`src/adt_pkg.sv`:
```
// ----------------------------------------------------------------------------
// adt_pkg: shared types and constants
// Widths, register codes and the controller/datapath interface of the
// decorrelation-time search.
// ----------------------------------------------------------------------------
package adt_pkg;

  localparam int MAX_SAMPLES = 4096;
  localparam int SAMPLE_W    = 16;
  localparam int ADDR_W      = 12;   // log2 of MAX_SAMPLES
  localparam int CNT_W       = 13;   // holds 0 .. MAX_SAMPLES
  localparam int SUM_W       = 29;
  localparam int SQ_W        = 44;
  localparam int ACC_W       = 44;   // lagged product sum
  localparam int MB_W        = 28;   // serial multiplier operand B
  localparam int STEP_W      = 5;
  localparam int MUL_STEPS   = 28;
  localparam int WIDE_W      = 96;   // exact comparison terms
  localparam int SSQ_W       = 2 * MB_W;
  localparam int NQ_W        = SQ_W + CNT_W;
  localparam int NN_W        = 2 * CNT_W - 1;
  localparam int THR_W       = 16;
  localparam int LAG_W       = 10;
  localparam int TIME_W      = 11;
  localparam int CFG_IDX_W   = 2;
  localparam int CFG_DATA_W  = 16;

  localparam logic [CFG_IDX_W-1:0] CFG_THR    = 2'd0;
  localparam logic [CFG_IDX_W-1:0] CFG_MAXLAG = 2'd1;
  localparam logic [CFG_IDX_W-1:0] CFG_MINLAG = 2'd2;

  localparam logic [THR_W-1:0]  THR_RST    = 16'd3277;
  localparam logic [LAG_W-1:0]  MAXLAG_RST = 10'd99;
  localparam logic [TIME_W-1:0] MINLAG_RST = 11'd5;

  typedef enum logic [4:0] {
    CMD_IDLE,
    CMD_STORE,
    CMD_MUL_SSQ,
    CMD_MUL_NQ,
    CMD_MUL_NN,
    CMD_SETUP,
    CMD_SUM_START,
    CMD_MUL_T1,
    CMD_MUL_T2,
    CMD_MUL_R1,
    CMD_MUL_R2,
    CMD_DIFF,
    CMD_NEXT_LAG,
    CMD_RES_ZERO,
    CMD_RES_FOUND,
    CMD_RES_CAP,
    CMD_PUBLISH
  } dp_cmd_t;

  typedef struct packed {
    logic mul_done;
    logic sum_done;
    logic var_zero;
    logic less;
    logic last_lag;
  } dp_stat_t;

endpackage

```
`src/adt_ctrl.sv`:
```
// ----------------------------------------------------------------------------
// adt_ctrl: controller
// Sequences loading, the setup products, the lag search and the result.
// ----------------------------------------------------------------------------
module adt_ctrl
  import adt_pkg::*;
(
  input  logic     clk,
  input  logic     rst_n,
  input  logic     in_valid,
  input  logic     in_last,
  output logic     in_ready,
  output logic     out_valid,
  input  logic     out_ready,
  input  dp_stat_t stat,
  output dp_cmd_t  cmd
);

  typedef enum logic [3:0] {
    ST_LOAD, ST_SSQ, ST_NQ, ST_NN, ST_MWAIT, ST_SETUP, ST_VCHK, ST_LAG,
    ST_SWAIT, ST_T1, ST_T2, ST_R1, ST_R2, ST_DIFF, ST_CMP, ST_OUT
  } state_t;

  state_t state_r, ret_r;
  logic   out_valid_r;
  logic   out_free;
  logic   publish;

  assign in_ready  = (state_r == ST_LOAD);
  assign out_valid = out_valid_r;
  assign out_free  = !out_valid_r || out_ready;
  assign publish   = (state_r == ST_OUT) && out_free;

  always_comb begin
    case (state_r)
      ST_LOAD:  cmd = (in_valid) ? CMD_STORE : CMD_IDLE;
      ST_SSQ:   cmd = CMD_MUL_SSQ;
      ST_NQ:    cmd = CMD_MUL_NQ;
      ST_NN:    cmd = CMD_MUL_NN;
      ST_SETUP: cmd = CMD_SETUP;
      ST_VCHK:  cmd = stat.var_zero ? CMD_RES_ZERO : CMD_IDLE;
      ST_LAG:   cmd = CMD_SUM_START;
      ST_T1:    cmd = CMD_MUL_T1;
      ST_T2:    cmd = CMD_MUL_T2;
      ST_R1:    cmd = CMD_MUL_R1;
      ST_R2:    cmd = CMD_MUL_R2;
      ST_DIFF:  cmd = CMD_DIFF;
      ST_CMP:   cmd = stat.less ? CMD_RES_FOUND :
                      (stat.last_lag ? CMD_RES_CAP : CMD_NEXT_LAG);
      ST_OUT:   cmd = out_free ? CMD_PUBLISH : CMD_IDLE;
      default:  cmd = CMD_IDLE;
    endcase
  end

  always_ff @(posedge clk) begin
    if (!rst_n) begin
      state_r     <= ST_LOAD;
      ret_r       <= ST_LOAD;
      out_valid_r <= 1'b0;
    end else begin
      if (publish) begin
        out_valid_r <= 1'b1;
      end else if (out_ready) begin
        out_valid_r <= 1'b0;
      end
      case (state_r)
        ST_LOAD:  if (in_valid && in_last) state_r <= ST_SSQ;
        ST_SSQ:   begin state_r <= ST_MWAIT; ret_r <= ST_NQ;    end
        ST_NQ:    begin state_r <= ST_MWAIT; ret_r <= ST_NN;    end
        ST_NN:    begin state_r <= ST_MWAIT; ret_r <= ST_SETUP; end
        ST_MWAIT: if (stat.mul_done) state_r <= ret_r;
        ST_SETUP: state_r <= ST_VCHK;
        ST_VCHK:  state_r <= stat.var_zero ? ST_OUT : ST_LAG;
        ST_LAG:   state_r <= ST_SWAIT;
        ST_SWAIT: if (stat.sum_done) state_r <= ST_T1;
        ST_T1:    begin state_r <= ST_MWAIT; ret_r <= ST_T2;   end
        ST_T2:    begin state_r <= ST_MWAIT; ret_r <= ST_R1;   end
        ST_R1:    begin state_r <= ST_MWAIT; ret_r <= ST_R2;   end
        ST_R2:    begin state_r <= ST_MWAIT; ret_r <= ST_DIFF; end
        ST_DIFF:  state_r <= ST_CMP;
        ST_CMP:   state_r <= (stat.less || stat.last_lag) ? ST_OUT : ST_LAG;
        ST_OUT: begin
          if (out_free) begin
            state_r <= ST_LOAD;
          end
        end
        default:  state_r <= ST_LOAD;
      endcase
    end
  end

endmodule

```
`config.mk`:
```
export PLATFORM = sky130hd
export DESIGN_NAME = adt_ctrl
export DESIGN_NICKNAME = d
export VERILOG_FILES = /design/src/adt_pkg.sv /design/src/adt_ctrl.sv
export SDC_FILE = /design/constraint.sdc
export NUM_CORES = 1
export LEC_CHECK = 0
export ABC_AREA = 1
export BUFFER_PORTS_ARGS = -buffer_cell sky130_fd_sc_hd__buf_2
export CORE_UTILIZATION = 45
export DETAILED_ROUTE_END_ITERATION = 12
export PLACE_DENSITY = 0.78
export SLEW_MARGIN = 20
export SYNTH_ARGS = -nofsm -noshare
export SYNTH_HDL_FRONTEND = slang
export SYNTH_SLANG_ARGS = --single-unit
```
`constraint.sdc`:
```
create_clock -name clk -period 2.4 [get_ports clk]
set_input_delay 0 -clock clk [delete_from_list [all_inputs] [get_ports clk]]
set_output_delay 0 -clock clk [all_outputs]
set_load 0.02 [all_outputs]
```
==> results of run 1 <==
## flip-flops by register name (all words and copies together) (netlist names)
name / flops
state_r: 4
ret_r: 4
out_valid: 1
## cells in the final DEF, fill, tap and decap left out, drive strengths merged
cell and instances:
o31ai 1, nand3 11, dfxtp 9, o211ai 2
inv 13, buf 16, nor2 23, clkbuf 4
a22oi 1, nand4 1, nand3b 2, clkinv 1
a21boi 1, nor3 2, nand2 25, a211oi 1
a21oi 9, o21ai 3, o2111ai 1
## logic make-up after synthesis
| family | Yosys count |
|---|---|
| DFF | 9 |
| buffers and inverters | 18 |
| and+or+nand+nor | 64 |
| AOI/OAI and AO/OA | 19 |
## worst paths after layout
check	slack (ps)	to	startpoint
max	700	cmd[0]	state_r[2]
min	60	out_valid	out_ready
max reg2reg	880	state_r[2]	state_r[2]
min reg2reg	460	ret_r[0]	ret_r[0]
## worst register-to-register path, stage by stage (launching register included)
cell	delay [ps]
dfxtp_1	650
nand2_4	190
nor2_4	140
nand2_2	80
nand2_4	100
nor2_4	40
a21oi_1	140
nor2_1	60
## stage by stage
stage / instance area (um^2) / setup WS (ps)
finish: 855 / 700
global route: 855 / 567
global placement: 828 / 947
floorplan: 773 / 1110
CTS: 855 / 695
detailed placement: 828 / 909
## cells in the mapped netlist
master,number,area [um^2]
dfxtp_1,9,180
nor2_4,6,67.6
a22oi_1,1,7.51
o21ai_1,3,15.0
nand2_4,3,33.8
inv_4,3,18.8
a211oi_1,1,7.51
a21oi_1,9,45.0
nor3_1,2,10.0
nor2_1,13,48.8
nor2_8,2,40.0
nand3b_1,2,15.0
clkinv_1,1,3.75
inv_2,2,7.51
o211ai_1,2,15.0
nand3_1,11,55.1
nand2_1,21,78.8
a21boi_1,1,7.51
nor2_2,2,12.5
o31ai_1,1,7.51
o2111ai_1,1,8.76
buf_6,4,45.0
inv_1,8,30.0
nand2_2,1,6.26
nand4_1,1,6.26
## area by class of cell
type,instances,area [um^2]
Fill cell,156,704
Multi-Input combinational cell,83,488
Inverter,14,60.1
Sequential cell,9,180
Clock buffer,4,26.3
Timing Repair Buffer,16,80.1
Tap cell,16,20.0
## layer usage
layer | vias up | GRT usage | wire length, um
li1 | 394 | - | -
met4 | 0 | 0.150 | 58
met5 | - | 0 | 0
met1 | 341 | 0.262 | 750
met3 | 7 | 0.0208 | 101
met2 | 27 | 0.327 | 767
## power breakdown
part	total (mW)	switching, mW	leakage [nW]	internal (mW)
logic	0.115	0.0712	0.330	0.0443
registers	0.171	0.0153	0.0729	0.155
clock network	0.116	0.0524	0.0150	0.0640
total	0.403	0.139	0.418	0.264
==> impl_metrics.json, run 1 <==
{
  "status": "finished with violations",
  "violations": "design-rule violations",
  "final_util": 0.548,
  "viasPerCell": 5.42,
  "grt_pass1_wl_mm": 2.84,
  "ctsHoldBuffers": 0,
  "critical_path_peak_fanout": 9,
  "dr.pass1.iters": 8,
  "slew_viol_final": 0,
  "fin_skew_ps": 3.30,
  "cp_num_buf_inv": 1,
  "grtUsageTotal": 0.207,
  "clock_sinks": 9,
  "cp_num_cells": 5,
  "power_density_nw_per_um2": 471,
  "yosysUniqueCellTypes": 25,
  "initial_core_util": 0.496,
  "cp_top_family": "flip-flops",
  "yosys.area_share.adder": 0,
  "vias": 769,
  "layout-drive-gt1-share": 0.302,
  "die_h_um": 43.5,
  "cts_tree": "yes",
  "drt-initial-drc-count": 36,
  "finalPower_uw": 403,
  "nets": 137,
  "overflow": 0,
  "port_buffers": 16,
  "rr_worst_depth": 7,
  "hold_path_depth": 4,
  "cp_data_required_time_ps": 2400,
  "synth_mux_area_frac": 0,
  "syn_area_um2": 773,
  "cp.arrival_ps": 1700,
  "clkSlewWorstSetupHoldPaths_ps": 60,
  "gp_congestion": 0.933,
  "clock_latency_ps": 260,
  "ys_seq_elements": 9,
  "path_cells": "nand2_4, nor3_1, nand3_1, nand4_1, buf_2",
  "synth_xor_area_frac": 0,
  "setup_tns_ps": 0,
  "grt_max_degree": 10,
  "synth-compound-area-share": 0.147,
  "fp.coreArea_um2": 1560,
  "stdcell_count": 142,
  "htreeDepth": 1,
  "dieArea_um2": 1890,
  "crit_type": "reg2out",
  "irDropWorstVdd_v": 0.000331,
  "grt_pass1_vias": 699,
  "dp.cells": 138,
  "cts-resized-gates": 0,
  "setup_violations": 0,
  "crit_path_end_kind": "output port",
  "cts_buffers": 3,
  "post_cts_buffers": 0,
  "p_leak_nw": 0.418,
  "clock_path_buffers": 2,
  "yosys.area_share.simple": 0.484,
  "areaGrowthSynthToFinish_pct": 10.5,
  "ys_seq_area_frac": 0.233,
  "clockRootBuffer": "clkbuf_4",
  "row_count": 14,
  "max_slew_margin": 0.644,
  "fmax_ghz": 0.588,
  "startpoint_type": "flop",
  "hold_violations": 0,
  "max-cap-violations": 0,
  "ant_nets": 0,
  "dpl.hpwl_mm": 1.37,
  "period_share": 0.708,
  "antenna_found_initial": 0,
  "synth_top_family_by_area": "simple AND/OR/NAND/NOR gates",
  "postSynthAreaPerCell_um2": 7.03,
  "slowest_stage": "dfxtp_1",
  "fin_crit_ps": 1700,
  "slowest_delay_ps": 650,
  "drcViolationCount": 2,
  "io_pins": 17,
  "synth_warnings": 0,
  "wl_per_cell_um": 11.8,
  "drt-total-wl_mm": 1.68,
  "holdCritPathClass": "in2reg",
  "antenna_cells": 0,
  "hold_ws_ps": 56.3,
  "netlist_instances": 110,
  "synth_nets": 120,
  "grt_setup_unrepaired": "no",
  "tightest_slew_ps": 533,
  "die_w_um": 43.5
}
Note: power is estimated with default switching activity, not from simulation.
==> inputs of run 2 (changes only) <==
Clock period 2.4 ns to 1.65 ns, I/O delays scaled along.
==> impl_metrics.json, run 2 (same netlist as run 1, synthesis figures left out) <==
{
  "slowest_stage": "dfxtp_2",
  "clock_path_buffers": 2,
  "drt-initial-drc-count": 17,
  "layout-drive-gt1-share": 0.336,
  "grt_pass1_wl_mm": 3.16,
  "crit_type": "reg2out",
  "htreeDepth": 1,
  "period_share": 0.909,
  "areaGrowthSynthToFinish_pct": 12.9,
  "grt_max_degree": 10,
  "multi_input_area_um2": 488,
  "die_w_um": 43.5,
  "nets": 139,
  "layout_common_cells": "nand2_1, buf_2, nor2_1",
  "dr.pass1.iters": 8,
  "slowest_delay_ps": 490,
  "fin_crit_ps": 1500,
  "setup_tns_ps": 0,
  "gp_congestion": 0.913,
  "ctsHoldBuffers": 0,
  "io_pins": 17,
  "max_slew_margin": 0.823,
  "nFillCells": 151,
  "finalPower_uw": 602,
  "clockRootBuffer": "clkbuf_4",
  "crit_path_end_kind": "output port",
  "port_buffers": 16,
  "tightest_slew_ps": 266,
  "holdCritPathClass": "in2reg",
  "path_cells": "inv_2, nor2_1, nand3_1, a21boi_1, nand4_1, buf_2",
  "drt-total-wl_mm": 1.79,
  "fin_skew_ps": 5.69,
  "dpl.hpwl_mm": 1.43,
  "use_met3": 0.0500,
  "layout_setup_ws_ps": 150,
  "initial_core_util": 0.496,
  "clock_sinks": 9,
  "clkSlewWorstSetupHoldPaths_ps": 70,
  "cts_buffers": 3,
  "p_leak_nw": 0.430,
  "setup_violations": 0,
  "grt_setup_unrepaired": "no",
  "layout_commonest_cell": "nand2_1",
  "fp.coreArea_um2": 1560,
  "wl_per_cell_um": 12.5,
  "hold_violations": 0,
  "cp.arrival_ps": 1500,
  "post_cts_buffers": 0,
  "place_ws_ps": 202,
  "die_h_um": 43.5,
  "cp_data_required_time_ps": 1650,
  "clock_latency_ps": 270,
  "antenna_cells": 0,
  "violations": "design-rule violations",
  "fmax_ghz": 0.667,
  "ant_nets": 0,
  "irDropWorstVdd_v": 0.000401,
  "dieArea_um2": 1890,
  "cts_tree": "yes",
  "max-cap-violations": 0,
  "slew_viol_final": 0,
  "grt_pass1_vias": 726,
  "status": "finished with violations",
  "drcViolationCount": 2,
  "grtUsageTotal": 0.228,
  "viasPerCell": 5.44,
  "power_density_nw_per_um2": 689,
  "seq_area_um2": 184,
  "overflow": 0,
  "critical_path_peak_fanout": 8,
  "row_count": 14,
  "use_met2": 0.367,
  "grt_busiest_layer": "met2",
  "startpoint_type": "flop",
  "antenna_found_initial": 0,
  "gr-usage-met1": 0.281,
  "vias": 783
}
==> run 2: area by class of cell <==
type                            instances  share of cell area
Multi-Input combinational cell         83               0.559
Sequential cell                         9               0.211
Timing Repair Buffer                   18               0.109
Inverter                               14              0.0688
Clock buffer                            4              0.0301
Tap cell                               16              0.0229
==> run 2: repair_timing <==
action	in CTS	in global routing
cloned	0	0
gates resized for setup	1	2
endpoints found under the setup margin	1	3
pin swaps	0	0
==> run 2: per-stage QoR <==
step	util	instance area (um^2)	std cells	hold WS [ps]
after floorplan	-	773	110	203
after global placement	0.541	843	140	346
after detailed placement	0.541	843	140	345
after CTS	0.559	871	144	65.1
after global routing	0.560	873	144	88.8
final	0.560	873	144	65.2
==> run 2: layer usage <==
metal | up-vias | wire length [um]
met1 | 359 | 803
li1 | 396 | -
met4 | 0 | 39
met3 | 4 | 97
met5 | - | 0
met2 | 24 | 853
==> run 2: path summary, 6_finish.rpt <==
path,startpoint,to,slack (ps),depth (start not counted)
setup reg to reg,state_r[1],state_r[2],370,7
setup / recovery,state_r[1],cmd[0],150,6
hold reg to reg,ret_r[0],ret_r[0],460,2
hold / removal,out_ready,out_valid,70,4
==> run 2: worst max-delay path: cells and delay by family, from the launching register on <==
family                 cells  cell delay (ps)
flip-flops                 1              490
AND/OR/NAND/NOR            3              350
buffers and inverters      2              220
AO/OA/AOI/OAI              1              170
==> run 2: power breakdown <==
group	leakage (nW)	switching, mW	total, mW	internal, mW
logic	0.341	0.108	0.175	0.0665
clock network	0.0150	0.0860	0.180	0.0937
registers	0.0742	0.0203	0.248	0.227
total	0.430	0.215	0.602	0.387
